[src/rtl/lbms_pkg.sv]
package lbms_pkg;

  // Default sizes of the message store and of the time-in-state counter.
  localparam int MESSAGE_DEPTH_DEF = 256;
  localparam int TIME_WIDTH_DEF    = 24;

  // Fixed widths of the configuration registers.
  localparam int CFG_DATA_W  = 32;
  localparam int CFG_ADDR_W  = 5;
  localparam int TOTAL_W     = 24;
  localparam int PHASE_CNT_W = 16;

  typedef enum logic [1:0] {
    ST_OFF   = 2'd0,
    ST_BLINK = 2'd1,
    ST_ON    = 2'd2,
    ST_MORSE = 2'd3
  } sys_state_t;

  typedef enum logic [2:0] {
    PH_LOAD   = 3'd0,
    PH_LETTER = 3'd1,
    PH_SYMBOL = 3'd2,
    PH_ON     = 3'd3,
    PH_OFF    = 3'd4,
    PH_DONE   = 3'd5
  } seq_phase_t;

  typedef enum logic [1:0] {
    ACT_TICK   = 2'd0,
    ACT_MODE   = 2'd1,
    ACT_APPEND = 2'd2,
    ACT_CLEAR  = 2'd3
  } action_t;

  // Symbol codes as stored in the message.
  localparam logic [1:0] SYM_DOT   = 2'd0;
  localparam logic [1:0] SYM_DASH  = 2'd1;
  localparam logic [1:0] SYM_OTHER = 2'd2;

  // Register indexes (byte address is four times the index).
  localparam logic [2:0] REG_DEFAULT_MODE  = 3'd0;
  localparam logic [2:0] REG_BLINK_HALF    = 3'd1;
  localparam logic [2:0] REG_BLINK_TOTAL   = 3'd2;
  localparam logic [2:0] REG_DOT           = 3'd3;
  localparam logic [2:0] REG_DASH          = 3'd4;
  localparam logic [2:0] REG_LETTER_PAUSE  = 3'd5;
  localparam logic [2:0] REG_WORD_PAUSE    = 3'd6;

  // Register reset values.
  localparam logic [1:0]  DEFAULT_MODE_RST  = 2'd0;
  localparam logic [15:0] BLINK_HALF_RST    = 16'd10;
  localparam logic [23:0] BLINK_TOTAL_RST   = 24'd100;
  localparam logic [15:0] DOT_RST           = 16'd5;
  localparam logic [15:0] DASH_RST          = 16'd15;
  localparam logic [15:0] LETTER_PAUSE_RST  = 16'd20;
  localparam logic [15:0] WORD_PAUSE_RST    = 16'd50;

endpackage

[src/rtl/led_blink_and_morse_sequencer.sv]
// A result item appears in the output register in the cycle after its input item.
// One item per cycle unless results stall; the state update is a single registered step.
// A stalled result holds the input side only while the output register stays full.
// Reset (synchronous, active high) clears all control state and restores register defaults.
// The symbol store is not cleared; only entries below the message length are ever read.
module led_blink_and_morse_sequencer
  import lbms_pkg::*;
#(
  parameter int MESSAGE_DEPTH = MESSAGE_DEPTH_DEF,
  parameter int TIME_WIDTH    = TIME_WIDTH_DEF
) (
  input  logic                  clk,
  input  logic                  rst,
  // Configuration port
  input  logic                  psel,
  input  logic                  penable,
  input  logic                  pwrite,
  input  logic [CFG_ADDR_W-1:0] paddr,
  input  logic [CFG_DATA_W-1:0] pwdata,
  output logic [CFG_DATA_W-1:0] prdata,
  output logic                  pready,
  // Input channel
  input  logic                  item_valid,
  output logic                  item_stall,
  input  logic [1:0]            action,
  input  logic [1:0]            mode,
  input  logic [1:0]            symbol,
  input  logic                  letter_end,
  // Result channel
  output logic                  result_valid,
  input  logic                  result_stall,
  output logic                  led_on,
  output logic [1:0]            system_state,
  output logic [2:0]            morse_phase,
  output logic                  write_refused
);

  // Address width of the store and width of a length that can reach the depth.
  localparam int AW = $clog2(MESSAGE_DEPTH);
  localparam int LW = $clog2(MESSAGE_DEPTH + 1);
  // Blink total is compared in a width that holds both the register and the counter.
  localparam int CW = ((TIME_WIDTH > TOTAL_W) ? TIME_WIDTH : TOTAL_W) + 1;

  // ---------------------------------------------------------------------------
  // Configuration registers. pready is tied high, so every access takes the
  // usual setup and access cycle; reads return the register contents.
  // ---------------------------------------------------------------------------
  logic [1:0]             default_mode;
  logic [PHASE_CNT_W-1:0] blink_half_ticks;
  logic [TOTAL_W-1:0]     blink_total_ticks;
  logic [PHASE_CNT_W-1:0] dot_ticks;
  logic [PHASE_CNT_W-1:0] dash_ticks;
  logic [PHASE_CNT_W-1:0] letter_pause_ticks;
  logic [PHASE_CNT_W-1:0] word_pause_ticks;
  logic                   cfg_write;

  assign pready    = 1'b1;
  assign cfg_write = psel & penable & pwrite & pready;

  always_ff @(posedge clk) begin
    if (rst) begin
      default_mode       <= DEFAULT_MODE_RST;
      blink_half_ticks   <= BLINK_HALF_RST;
      blink_total_ticks  <= BLINK_TOTAL_RST;
      dot_ticks          <= DOT_RST;
      dash_ticks         <= DASH_RST;
      letter_pause_ticks <= LETTER_PAUSE_RST;
      word_pause_ticks   <= WORD_PAUSE_RST;
    end else if (cfg_write) begin
      case (paddr[4:2])
        REG_DEFAULT_MODE: default_mode       <= pwdata[1:0];
        REG_BLINK_HALF:   blink_half_ticks   <= pwdata[PHASE_CNT_W-1:0];
        REG_BLINK_TOTAL:  blink_total_ticks  <= pwdata[TOTAL_W-1:0];
        REG_DOT:          dot_ticks          <= pwdata[PHASE_CNT_W-1:0];
        REG_DASH:         dash_ticks         <= pwdata[PHASE_CNT_W-1:0];
        REG_LETTER_PAUSE: letter_pause_ticks <= pwdata[PHASE_CNT_W-1:0];
        REG_WORD_PAUSE:   word_pause_ticks   <= pwdata[PHASE_CNT_W-1:0];
        default: ;
      endcase
    end
  end

  always_comb begin
    case (paddr[4:2])
      REG_DEFAULT_MODE: prdata = CFG_DATA_W'(default_mode);
      REG_BLINK_HALF:   prdata = CFG_DATA_W'(blink_half_ticks);
      REG_BLINK_TOTAL:  prdata = CFG_DATA_W'(blink_total_ticks);
      REG_DOT:          prdata = CFG_DATA_W'(dot_ticks);
      REG_DASH:         prdata = CFG_DATA_W'(dash_ticks);
      REG_LETTER_PAUSE: prdata = CFG_DATA_W'(letter_pause_ticks);
      REG_WORD_PAUSE:   prdata = CFG_DATA_W'(word_pause_ticks);
      default:          prdata = '0;
    endcase
  end

  // ---------------------------------------------------------------------------
  // Handshake. The output register decouples the two sides: a new item is
  // taken whenever the result register is empty or is being emptied.
  // ---------------------------------------------------------------------------
  logic accept;

  assign item_stall = result_valid & result_stall;
  assign accept     = item_valid & ~item_stall;

  // ---------------------------------------------------------------------------
  // Controller state.
  // ---------------------------------------------------------------------------
  sys_state_t             current_state, state_next;
  logic [1:0]             requested_mode, requested_mode_next;
  logic                   led_level, led_level_next;
  logic [TIME_WIDTH-1:0]  ticks_in_state, ticks_in_state_next;
  logic [PHASE_CNT_W-1:0] blink_phase_count, blink_phase_count_next;
  logic                   blink_phase_odd, blink_phase_odd_next;
  seq_phase_t             sequencer_phase, sequencer_phase_next;
  logic [PHASE_CNT_W-1:0] phase_ticks, phase_ticks_next;
  logic [LW-1:0]          message_length, message_length_next;
  logic [LW-1:0]          playback_length, playback_length_next;
  logic [LW-1:0]          read_pointer, read_pointer_next;
  logic                   letter_open, letter_open_next;
  logic [1:0]             current_symbol, current_symbol_next;

  // Message store: three bits per symbol, the letter end mark on top.
  logic [2:0]             symbol_store [MESSAGE_DEPTH];
  logic [2:0]             store_rd_data;
  logic                   store_we;

  // Helpers of the tick step.
  sys_state_t             tick_state;
  logic                   morse_end;
  logic                   refused;
  logic [PHASE_CNT_W-1:0] blink_count_inc;
  logic [PHASE_CNT_W-1:0] symbol_time;
  logic [LW-1:0]          read_pointer_inc;
  logic [CW-1:0]          ticks_ext;
  logic [CW-1:0]          total_ext;
  logic [CW-1:0]          time_max_ext;
  logic [CW-1:0]          total_clamped;

  assign ticks_ext     = CW'(ticks_in_state);
  assign total_ext     = CW'(blink_total_ticks);
  assign time_max_ext  = CW'({TIME_WIDTH{1'b1}});
  // A blink total beyond the counter range is clamped so a saturated counter still expires.
  assign total_clamped = (total_ext < time_max_ext) ? total_ext : time_max_ext;

  assign symbol_time      = (current_symbol == SYM_DOT) ? dot_ticks : dash_ticks;
  assign read_pointer_inc = read_pointer + LW'(1);

  // Next-state logic. Only a tick advances time; the other actions touch the
  // requested mode or the message store.
  always_comb begin
    state_next             = current_state;
    requested_mode_next    = requested_mode;
    led_level_next         = led_level;
    ticks_in_state_next    = ticks_in_state;
    blink_phase_count_next = blink_phase_count;
    blink_phase_odd_next   = blink_phase_odd;
    sequencer_phase_next   = sequencer_phase;
    phase_ticks_next       = phase_ticks;
    message_length_next    = message_length;
    playback_length_next   = playback_length;
    read_pointer_next      = read_pointer;
    letter_open_next       = letter_open;
    current_symbol_next    = current_symbol;
    tick_state             = current_state;
    morse_end              = 1'b0;
    refused                = 1'b0;
    store_we               = 1'b0;
    blink_count_inc        = blink_phase_count + PHASE_CNT_W'(1);

    if (accept) begin
      case (action)
        ACT_TICK: begin
          // The time-in-state counter saturates; comparisons use the old value.
          if (ticks_in_state != {TIME_WIDTH{1'b1}}) begin
            ticks_in_state_next = ticks_in_state + TIME_WIDTH'(1);
          end
          case (current_state)
            ST_BLINK: begin
              if (ticks_ext >= total_clamped) begin
                requested_mode_next = default_mode;
                led_level_next      = 1'b0;
                tick_state          = ST_OFF;
              end else begin
                // A half period of zero acts as one: the compare always fires.
                if (blink_count_inc >= blink_half_ticks) begin
                  blink_phase_count_next = '0;
                  blink_phase_odd_next   = ~blink_phase_odd;
                end else begin
                  blink_phase_count_next = blink_count_inc;
                end
                led_level_next = ~blink_phase_odd_next;
                tick_state     = ST_BLINK;
              end
            end
            ST_ON: begin
              led_level_next = 1'b1;
              tick_state     = sys_state_t'(requested_mode);
            end
            ST_MORSE: begin
              tick_state = ST_MORSE;
              if (phase_ticks != {PHASE_CNT_W{1'b1}}) begin
                phase_ticks_next = phase_ticks + PHASE_CNT_W'(1);
              end
              case (sequencer_phase)
                PH_LOAD: begin
                  if (message_length == '0) begin
                    morse_end = 1'b1;
                  end else begin
                    playback_length_next = message_length;
                    read_pointer_next    = '0;
                    led_level_next       = 1'b0;
                    sequencer_phase_next = PH_LETTER;
                  end
                end
                PH_LETTER: begin
                  if (read_pointer < playback_length) begin
                    letter_open_next     = 1'b1;
                    sequencer_phase_next = PH_SYMBOL;
                  end else begin
                    sequencer_phase_next = PH_DONE;
                    phase_ticks_next     = '0;
                  end
                end
                PH_SYMBOL: begin
                  if (letter_open && (read_pointer < playback_length)) begin
                    // The store output already holds the entry at read_pointer.
                    read_pointer_next    = read_pointer_inc;
                    current_symbol_next  = store_rd_data[1:0];
                    letter_open_next     = ~store_rd_data[2] &
                                           (read_pointer_inc < playback_length);
                    sequencer_phase_next = PH_ON;
                    phase_ticks_next     = '0;
                  end else begin
                    letter_open_next = 1'b0;
                    if (phase_ticks >= letter_pause_ticks) begin
                      sequencer_phase_next = PH_LETTER;
                    end
                  end
                end
                PH_ON: begin
                  if (current_symbol <= SYM_DASH) begin
                    led_level_next = 1'b1;
                    if (phase_ticks >= symbol_time) begin
                      sequencer_phase_next = PH_OFF;
                      phase_ticks_next     = '0;
                    end
                  end else begin
                    sequencer_phase_next = PH_SYMBOL;
                  end
                end
                PH_OFF: begin
                  if (current_symbol <= SYM_DASH) begin
                    led_level_next = 1'b0;
                    if (phase_ticks >= symbol_time) begin
                      sequencer_phase_next = PH_SYMBOL;
                      current_symbol_next  = SYM_OTHER;
                      phase_ticks_next     = '0;
                    end
                  end else begin
                    sequencer_phase_next = PH_SYMBOL;
                  end
                end
                PH_DONE: begin
                  if (phase_ticks >= word_pause_ticks) begin
                    morse_end = 1'b1;
                  end
                end
                default: morse_end = 1'b1;
              endcase
              if (morse_end) begin
                sequencer_phase_next = PH_LOAD;
                phase_ticks_next     = '0;
                current_symbol_next  = SYM_OTHER;
                requested_mode_next  = default_mode;
                led_level_next       = 1'b0;
                tick_state           = ST_OFF;
              end
            end
            default: begin
              led_level_next = 1'b0;
              tick_state     = sys_state_t'(requested_mode);
            end
          endcase
          // Any change of system state restarts the state timers.
          if (tick_state != current_state) begin
            state_next             = tick_state;
            ticks_in_state_next    = '0;
            blink_phase_count_next = '0;
            blink_phase_odd_next   = 1'b0;
          end
        end
        ACT_MODE: begin
          requested_mode_next = mode;
        end
        ACT_APPEND: begin
          if ((current_state == ST_MORSE) || (message_length >= LW'(MESSAGE_DEPTH))) begin
            refused = 1'b1;
          end else begin
            store_we            = 1'b1;
            message_length_next = message_length + LW'(1);
          end
        end
        default: begin
          if (current_state == ST_MORSE) begin
            refused = 1'b1;
          end else begin
            message_length_next = '0;
          end
        end
      endcase
    end
  end

  // Result fields of this item, taken from the updated state.
  logic       res_led;
  logic [1:0] res_state;
  logic [2:0] res_phase;
  logic       res_refused;

  always_comb begin
    res_led     = led_level_next;
    res_state   = state_next;
    res_phase   = sequencer_phase_next;
    res_refused = refused;
  end

  always_ff @(posedge clk) begin
    if (rst) begin
      current_state     <= ST_OFF;
      requested_mode    <= ST_OFF;
      led_level         <= 1'b0;
      ticks_in_state    <= '0;
      blink_phase_count <= '0;
      blink_phase_odd   <= 1'b0;
      sequencer_phase   <= PH_LOAD;
      phase_ticks       <= '0;
      message_length    <= '0;
      playback_length   <= '0;
      read_pointer      <= '0;
      letter_open       <= 1'b0;
      current_symbol    <= SYM_OTHER;
    end else begin
      current_state     <= state_next;
      requested_mode    <= requested_mode_next;
      led_level         <= led_level_next;
      ticks_in_state    <= ticks_in_state_next;
      blink_phase_count <= blink_phase_count_next;
      blink_phase_odd   <= blink_phase_odd_next;
      sequencer_phase   <= sequencer_phase_next;
      phase_ticks       <= phase_ticks_next;
      message_length    <= message_length_next;
      playback_length   <= playback_length_next;
      read_pointer      <= read_pointer_next;
      letter_open       <= letter_open_next;
      current_symbol    <= current_symbol_next;
    end
  end

  // Store with a registered read. The read address follows the next read
  // pointer, so the entry under the pointer is always ready at the symbol
  // step; writes only happen outside playback, so the read never races one.
  always_ff @(posedge clk) begin
    if (store_we) begin
      symbol_store[message_length[AW-1:0]] <= {letter_end, symbol};
    end
    store_rd_data <= symbol_store[read_pointer_next[AW-1:0]];
  end

  // Output register.
  always_ff @(posedge clk) begin
    if (rst) begin
      result_valid <= 1'b0;
    end else if (accept) begin
      result_valid <= 1'b1;
    end else if (!result_stall) begin
      result_valid <= 1'b0;
    end
  end

  always_ff @(posedge clk) begin
    if (accept) begin
      led_on        <= res_led;
      system_state  <= res_state;
      morse_phase   <= res_phase;
      write_refused <= res_refused;
    end
  end

`ifndef SYNTHESIS
  // The sequencer rests at its load step whenever playback is not running.
  assert property (@(posedge clk) disable iff (rst)
    (current_state != ST_MORSE) |-> (sequencer_phase == PH_LOAD))
    else $error("sequencer left its load step outside playback");

  // The message cannot change while it is being played.
  assert property (@(posedge clk) disable iff (rst)
    (current_state == ST_MORSE) |=> $stable(message_length))
    else $error("message length changed during playback");

  // The fill count never passes the store depth.
  assert property (@(posedge clk) disable iff (rst)
    message_length <= LW'(MESSAGE_DEPTH))
    else $error("message length beyond store depth");

  // The read pointer never runs past the snapshot length.
  assert property (@(posedge clk) disable iff (rst)
    read_pointer <= playback_length)
    else $error("read pointer beyond playback length");

  // Every accepted item leaves a result in the output register.
  assert property (@(posedge clk) disable iff (rst)
    accept |=> result_valid)
    else $error("accepted item produced no result");
`endif

endmodule

[config.mk]
export PLATFORM = sky130hd
export DESIGN_NAME = led_blink_and_morse_sequencer
export DESIGN_NICKNAME = d
export VERILOG_FILES = /design/src/rtl/lbms_pkg.sv /design/src/rtl/led_blink_and_morse_sequencer.sv
export SDC_FILE = /design/constraint.sdc
export NUM_CORES = 2
export LEC_CHECK = 0
export BUFFER_PORTS_ARGS = -buffer_cell sky130_fd_sc_hd__buf_2
export CORE_MARGIN = 2
export CORE_UTILIZATION = 40
export DETAILED_ROUTE_END_ITERATION = 10
export GPL_ROUTABILITY_DRIVEN = 0
export PLACE_DENSITY = 0.6
export SETUP_SLACK_MARGIN = 0.05
export SLEW_MARGIN = 20
export SYNTH_ARGS = -nofsm -noshare
export SYNTH_HDL_FRONTEND = slang
export SYNTH_SLANG_ARGS = --single-unit
[constraint.sdc]
create_clock -name clk -period 4.05 [get_ports clk]
set_input_delay 0.405 -clock clk [delete_from_list [all_inputs] [get_ports clk]]
set_output_delay 0.405 -clock clk [all_outputs]
set_load 0.05 [all_outputs]
## Word-level counts from Yosys, hierarchy flattened

Memory sizes are Yosys's and may differ from the RTL's. A register that Yosys moved wholly into a read port is not among the register bits.
Cells that the tools add are included.

| storage, ports and cells | value |
|---|---|
| memories kept | 1 |
| register bits | 209 |
| memory bits (writable) | 768 |
| output and inout port bits | 42 |

| operators by class | value |
|---|---|
| $add $sub $neg | 5 |
| reductions and logical operators | 32 |
| order comparisons | 10 |
| muxes and demuxes | 91 |
| equal/unequal tests | 32 |
| bitwise operators | 11 |

Memories:

| memory | words | bits a word | read ports | clocked after memory_dff | wr ports | RTL line | source |
|---|---|---|---|---|---|---|---|
| symbol_store | 256 | 3 | 1 | 1 | 1 | led_blink_and_morse_sequencer.sv:123 | `logic [2:0] symbol_store [MESSAGE_DEPTH];` |

Operators with widths:

| cell | number |
|---|---|
| $mux W16 | 11 |
| $pmux W24 S7 | 1 |
| $mux W24 | 3 |
| $ge A16 B16 Y1 | 4 |
| $pmux W16 S3 | 1 |
| $mux W3 | 12 |
| $mux W9 | 4 |
| $pmux W9 S2 | 2 |
| $add A16 B1 Y16 const B | 2 |
| $mux W1 | 32 |
| $add A24 B1 Y24 const B | 1 |
| $ge A24 B24 Y1 | 1 |
| $lt A24 B24 Y1 const B | 1 |
| $mux W2 | 12 |
| $mux W8 | 3 |
| $ne A24 B24 Y1 const B | 1 |
| $add A9 B1 Y9 const B | 2 |
| $lt A9 B9 Y1 | 2 |
| $ne A16 B16 Y1 const B | 1 |
| $pmux W2 S2 | 4 |
| $eq A3 B3 Y1 const B | 5 |
| $ne A3 B3 Y1 const B | 5 |
| $pmux W3 S5 | 1 |
| $reduce_and A5 Y1 | 3 |
| other kinds (28) | 67 |

## Depth between registers and ports, before layout

| logic depth | value |
|---|---|
| word-level depth | 14 |
| depth in mapped cells | 18 |

## Least setup slack after synthesis

No wires, ideal clock.

| path | value |
|---|---|
| path type | register to register |
| start | register current_symbol[1] |
| end | register phase_ticks[7] |
| path buffers | 3 |
| clock period less this slack | 3.840 ns |
| data required time | 3.936 ns |
| arrival | 3.726 ns |
| cell stages (with the launch flop) | 17 |
| setup slack | 0.210 ns |
| path through | dfxtp_1 > clkbuf_1 > nor2_1 > clkbuf_1 > mux2i_1 > ha_1 > nor2b_1 > o21ai_0 > nand2b_1 > nor2_1 > o21ai_0 > inv_1 > or4_1 > nand4_1 > clkbuf_1 > o21ai_0 > a21o_1 |

| on the way | value |
|---|---|
| longest elaborated chain between the ends | 7 |
| elaborated cells on any way between the ends | 8 |
| classes of those cells | 2 x order compare; 5 x mux; 1 x reduce/logical |

Ends and longest elaborated chain:

| element | RTL line | source |
|---|---|---|
| start, declared | led_blink_and_morse_sequencer.sv:120 | `logic [1:0] current_symbol, current_symbol_next;` |
| start signal, assigned | led_blink_and_morse_sequencer.sv:355 | `current_symbol <= current_symbol_next;` |
| $logic_not A2 Y1 | led_blink_and_morse_sequencer.sv:145 | `assign symbol_time = (current_symbol == SYM_DOT) ? dot_ticks : dash_ticks;` |
| $mux W16 | led_blink_and_morse_sequencer.sv:145 |  |
| $ge A16 B16 Y1 | led_blink_and_morse_sequencer.sv:243, led_blink_and_morse_sequencer.sv:254 |  |
| $mux W16 | led_blink_and_morse_sequencer.sv:243, led_blink_and_morse_sequencer.sv:254 |  |
| $mux W16 (*) | led_blink_and_morse_sequencer.sv:252 | `if (current_symbol <= SYM_DASH) begin` |
| $pmux W16 S3 (*) | led_blink_and_morse_sequencer.sv:204 | `case (sequencer_phase)` |
| $mux W16 (*) | led_blink_and_morse_sequencer.sv:270 | `if (morse_end) begin` |
| end signal, assigned | led_blink_and_morse_sequencer.sv:350 | `phase_ticks <= phase_ticks_next;` |
| end, declared | led_blink_and_morse_sequencer.sv:115 | `logic [PHASE_CNT_W-1:0] phase_ticks, phase_ticks_next;` |

Mark *: on every way between the ends. The rest lies on a longest branch, timed or not.
A chain may end at the register's enable or synchronous reset.

## Final worst setup path

| path | value |
|---|---|
| start | register playback_length[4] |
| end | register store_rd_data[0], read port of symbol_store |

| on the way | value |
|---|---|
| longest elaborated chain between the ends | 7 |

Ends and longest elaborated chain:

| element | RTL line | source |
|---|---|---|
| start, declared | led_blink_and_morse_sequencer.sv:117 | `logic [LW-1:0] playback_length, playback_length_next;` |
| start signal, assigned | led_blink_and_morse_sequencer.sv:352 | `playback_length <= playback_length_next;` |
| $lt A9 B9 Y1 | led_blink_and_morse_sequencer.sv:225 | `if (letter_open && (read_pointer < playback_length)) begin` |
| $logic_and A1 B1 Y1 | led_blink_and_morse_sequencer.sv:225 |  |
| $mux W9 | led_blink_and_morse_sequencer.sv:225 |  |
| $pmux W9 S2 | led_blink_and_morse_sequencer.sv:204 |  |
| $mux W8 | led_blink_and_morse_sequencer.sv:177 | `case (current_state)` |
| $mux W8 | led_blink_and_morse_sequencer.sv:171 | `case (action)` |
| $mux W8 | led_blink_and_morse_sequencer.sv:170 | `if (accept) begin` |
| end, declared | led_blink_and_morse_sequencer.sv:124 | `logic [2:0] store_rd_data;` |

No other way between the ends. The select of a mux whose other input is x is not followed.

==> results list <==
- After synthesis, the mean cell area works out to 11.39 sq um.
- The final number of hold-violating endpoints came to 0.
- Final Critical Period: 3.847 ns
- Hold Crit Endpoint: dash_ticks[4]
- Unrepaired setup endpoints after global routing: true
- Critical Path Source Type: flip-flop
- Timing would allow up to 0.2600 GHz.
* Count of flip-flops with a built-in enable after synthesis: 775
- Across every metal layer, demand over resource in global routing totals 22.31%.
* Crit-path max FO: 23
- The detailed router finished its first iteration with 3,094 violations.
- In this run the biggest area consumer among cell types represents 52.30% of the synthesized area.
* Final period utilization: 94.98%
- Detail-routed via count per cell: 5.579
- Number of instances on the worst hold path: 3
- The synthesized design contains 980 register bits.
- Dpl cell area: 0.04777 sq mm
* Required time of the worst setup path: 4.62 ns
* Endpoints failing setup: 0
* Cell at the root of the clock tree: sky130_fd_sc_hd__clkbuf_16
- Reg-to-reg critical path startpoint: playback_length[4]
* Library cells used by synthesis: 101
- In this run the tool buffered the top-level ports with 73 buffer cells.
* Vias after detailed routing: 31,625
- At the worst endpoint, the arrival time is 4.42 ns.
- Compared with the post-synthesis result, the final layout area differs by 15.63%.
- Path depth of the worst reg2reg path: 17
* Wire length after detailed routing: 128,200 um
- Antenna violations before repair: 2
* Tightest Hold Check Type: in -> reg
* Leakage: 18.55 nW
- Power spread over the standard cell area amounts to 413.2 mW/mm^2.
* Total overflow reported by the global router: 0
* Wire length of the first global-routing pass: 191,400 um
* DR pass1 iterations: 9
* Most used DFF post-synth: sky130_fd_sc_hd__edfxtp_1
* Post-synthesis cell count: 3,907
- In this run, placement finished with an instance count of 5,463.
- After floorplanning, the core was divided into 122 placement rows.
- With fillers left out, the area of the finished cells amounts to 0.05145 sq mm.
- The count of nets left with antenna violations once routing finished came out at 0.
- The library cell used most frequently in the layout, excluding fill and tap cells, is sky130_fd_sc_hd__edfxtp_1.
- Number of inserted filler cells in the final layout: 10,165
- Average routed wire per standard cell: 22.61 um
- In the final timing run, aggregate negative setup slack is 0 ns.
- TritonCTS built the clock tree.
- After detailed routing, the number of remaining DRC violations is 0.
* Sinks on Clock Net: 980
* Total standard cell area after synthesis: 0.04449 sq mm
- In this run the horizontal extent of the chip is 337.5 um.
- CTS buffer count: 102
- Number of top-level design ports: 93
- The max-slew violation total from the final report is 0.
* Initial cell density of the core: 40.26%
* Worst slew pin tran: 1.087 ns
- Full die area: 0.1139 sq mm
* Top library cells by usage in the layout, fill and taps aside: 775 x sky130_fd_sc_hd__edfxtp_1, 746 x sky130_fd_sc_hd__nand2_1, 341 x sky130_fd_sc_hd__nor2_1, 230 x sky130_fd_sc_hd__nand3_1, 205 x sky130_fd_sc_hd__dfxtp_1
* Maximum ir drop on the vdd rail: 0.0004329 V
- The critical path in this run is classified as reg -> reg.
- The worst hold path begins at pwdata[4].
- Max-cap violations in this run came to 0.
* Hold_ws: 0.04160 ns
- Final Non-Filler Cells: 5,669
- Share of cells above drive strength 1: 13.76%
- Sequential elements use 61.53% of the synthesized area.
* Share of async-settable or async-resettable flops after synthesis: 0%
* Top cell type by total area after synthesis: sky130_fd_sc_hd__edfxtp_1
- Relative slew margins: 27.34%
- The Yosys step of the flow raised 0 warnings.
- Entering global routing, the biggest net connects 107 pins.
* # H-tree levels: 3
- Clock transition at path regs: 0.06 ns
- The run finished with clean final reports.
* Main area contributors after synthesis: sky130_fd_sc_hd__edfxtp_1 52%, sky130_fd_sc_hd__dfxtp_1 9.2%, sky130_fd_sc_hd__nand2_1 6.4%
* CP Capture Type: flip-flop
* DIE HEIGHT: 337.5 um
- Across the routed clock network, the largest skew measured is 0.03863 ns.
* Core ar.: 0.1105 sq mm
- For this run, the post-layout net count is 4,256.
* Insertion delay to the later sink of the worst-skew pair: 0.70 ns
- No sink is reached through more buffers than the 3 on the longest clock path.
- The worst register-to-register path has a setup slack of 0.20 ns.
- RR Endpoint: store_rd_data[0]
- The via count of the first global-routing pass was 30,636.
* Dpl hpwl: 83,600 um
==> cell type report <==
class	count	area [sq um]	share of cell area (%)
Timing Repair Buffer	315	2643	5.136
Sequential cell	980	27380	53.21
Inverter	103	386.6	0.7515
Clock inverter	63	787.0	1.530
Clock buffer	128	2711	5.270
Antenna cell	1	2.502	0.004864
Tap cell	1488	1862	3.619
Multi-Input combinational cell	2591	15680	30.48
==> through the flow <==
step / total power [W] / util [%] / setup WS (ns)
after detailed placement: 0.01163 / 43.22 / 0.1597
final: 0.02126 / 46.55 / 0.2034
after global routing: 0.02185 / 46.55 / 0.04714
after global placement: 0.01163 / 43.22 / 0.1660
after floorplan: 0.01133 / - / 0.2102
after CTS: 0.02139 / 46.47 / 0.1262
==> synthesized netlist by cell type, types with 23 or more instances <==
cell / count
sky130_fd_sc_hd__a21o_1: 54
sky130_fd_sc_hd__a21oi_1: 175
sky130_fd_sc_hd__a31oi_1: 41
sky130_fd_sc_hd__and3_1: 51
sky130_fd_sc_hd__buf_2: 64
sky130_fd_sc_hd__buf_4: 25
sky130_fd_sc_hd__clkbuf_1: 129
sky130_fd_sc_hd__dfxtp_1: 205
sky130_fd_sc_hd__edfxtp_1: 775
sky130_fd_sc_hd__ha_1: 112
sky130_fd_sc_hd__inv_1: 101
sky130_fd_sc_hd__mux2_2: 34
sky130_fd_sc_hd__mux2i_1: 152
sky130_fd_sc_hd__mux4_2: 24
sky130_fd_sc_hd__nand2_1: 753
sky130_fd_sc_hd__nand3_1: 230
sky130_fd_sc_hd__nand4_1: 52
sky130_fd_sc_hd__nor2_1: 342
sky130_fd_sc_hd__nor3_1: 40
sky130_fd_sc_hd__nor4_1: 23
sky130_fd_sc_hd__o211ai_1: 25
sky130_fd_sc_hd__o21ai_0: 64
sky130_fd_sc_hd__o22ai_1: 34
==> per-layer routing <==
layer  global-route usage [%]  vias up  part of all wire (%)
met5                        0        -                 0.010
met4                    7.745        2                   3.5
met3                    3.476      256                   6.3
met2                    37.36     1125                    48
met1                    29.43    15523                    42
li1                         -    14719                     -
==> how the worst max path moves through the flow <==
stage | from | endpoint | cells after the start
floorplan | current_symbol[1] | phase_ticks[7] | 16
global placement | playback_length[8] | store_rd_data[2] | 16
detailed placement | playback_length[4] | store_rd_data[0] | 16
CTS | playback_length[4] | store_rd_data[1] | 16
global route | playback_length[8] | store_rd_data[1] | 18
finish | playback_length[4] | store_rd_data[0] | 17
==> worst max-delay path, cell delays in order (launching register included) <==
cell	delay [ns]
sky130_fd_sc_hd__dfxtp_1	0.33
sky130_fd_sc_hd__inv_1	0.06
sky130_fd_sc_hd__ha_1	0.32
sky130_fd_sc_hd__a211oi_2	0.25
sky130_fd_sc_hd__buf_4	0.14
sky130_fd_sc_hd__o21ai_2	0.09
sky130_fd_sc_hd__a2111oi_4	0.48
sky130_fd_sc_hd__a211oi_4	0.09
sky130_fd_sc_hd__buf_12	0.18
sky130_fd_sc_hd__buf_4	0.19
sky130_fd_sc_hd__buf_12	0.17
sky130_fd_sc_hd__nand2_1	0.07
sky130_fd_sc_hd__nand3_1	0.09
sky130_fd_sc_hd__and3_1	0.23
sky130_fd_sc_hd__o31ai_1	0.34
sky130_fd_sc_hd__a31oi_1	0.15
sky130_fd_sc_hd__a221oi_1	0.42
sky130_fd_sc_hd__a31oi_1	0.08
==> repair_timing <==
action | 4_1_cts | 5_1_grt
resized for setup | 0 | 15
setup endpoints to repair | 0 | 11
hold buffers | 9 | 0
setup buffers | 0 | 4
hold endpoints to repair | 9 | 0
==> sequential cells by signal (all words and copies together), names as in the netlist, 2 cells and up <==
signal / flops
default_mode: 2
blink_half_ticks: 16
system_state: 2
requested_mode: 2
message_length: 9
phase_ticks: 16
read_pointer: 9
current_state: 2
playback_length: 9
dot_ticks: 16
current_symbol: 2
letter_pause_ticks: 16
symbol_store: 768
blink_total_ticks: 24
store_rd_data: 3
blink_phase_count: 16
dash_ticks: 16
word_pause_ticks: 16
sequencer_phase: 3
morse_phase: 3
ticks_in_state: 24
==> cells by family (layout without fill, tap and decap cells) <==
family,count (synthesis),count (layout),share of synthesized area [%]
fa+ha+maj,112,112,3.150
xor+xnor,35,35,0.6889
buf+inv,344,609,3.535
simple gates,1614,1614,16.09
other cells,2,10,0.01688
flops,980,980,61.53
mux,217,217,5.748
compound gates,603,604,9.246
==> power breakdown <==
part           switching (W)  total (W)  internal [W]
logic               0.000435   0.000555      0.000120
clock network        0.00405    0.00984       0.00578
registers          0.0000136     0.0109        0.0109
No activity file was read; power rests on OpenSTA's default activity.
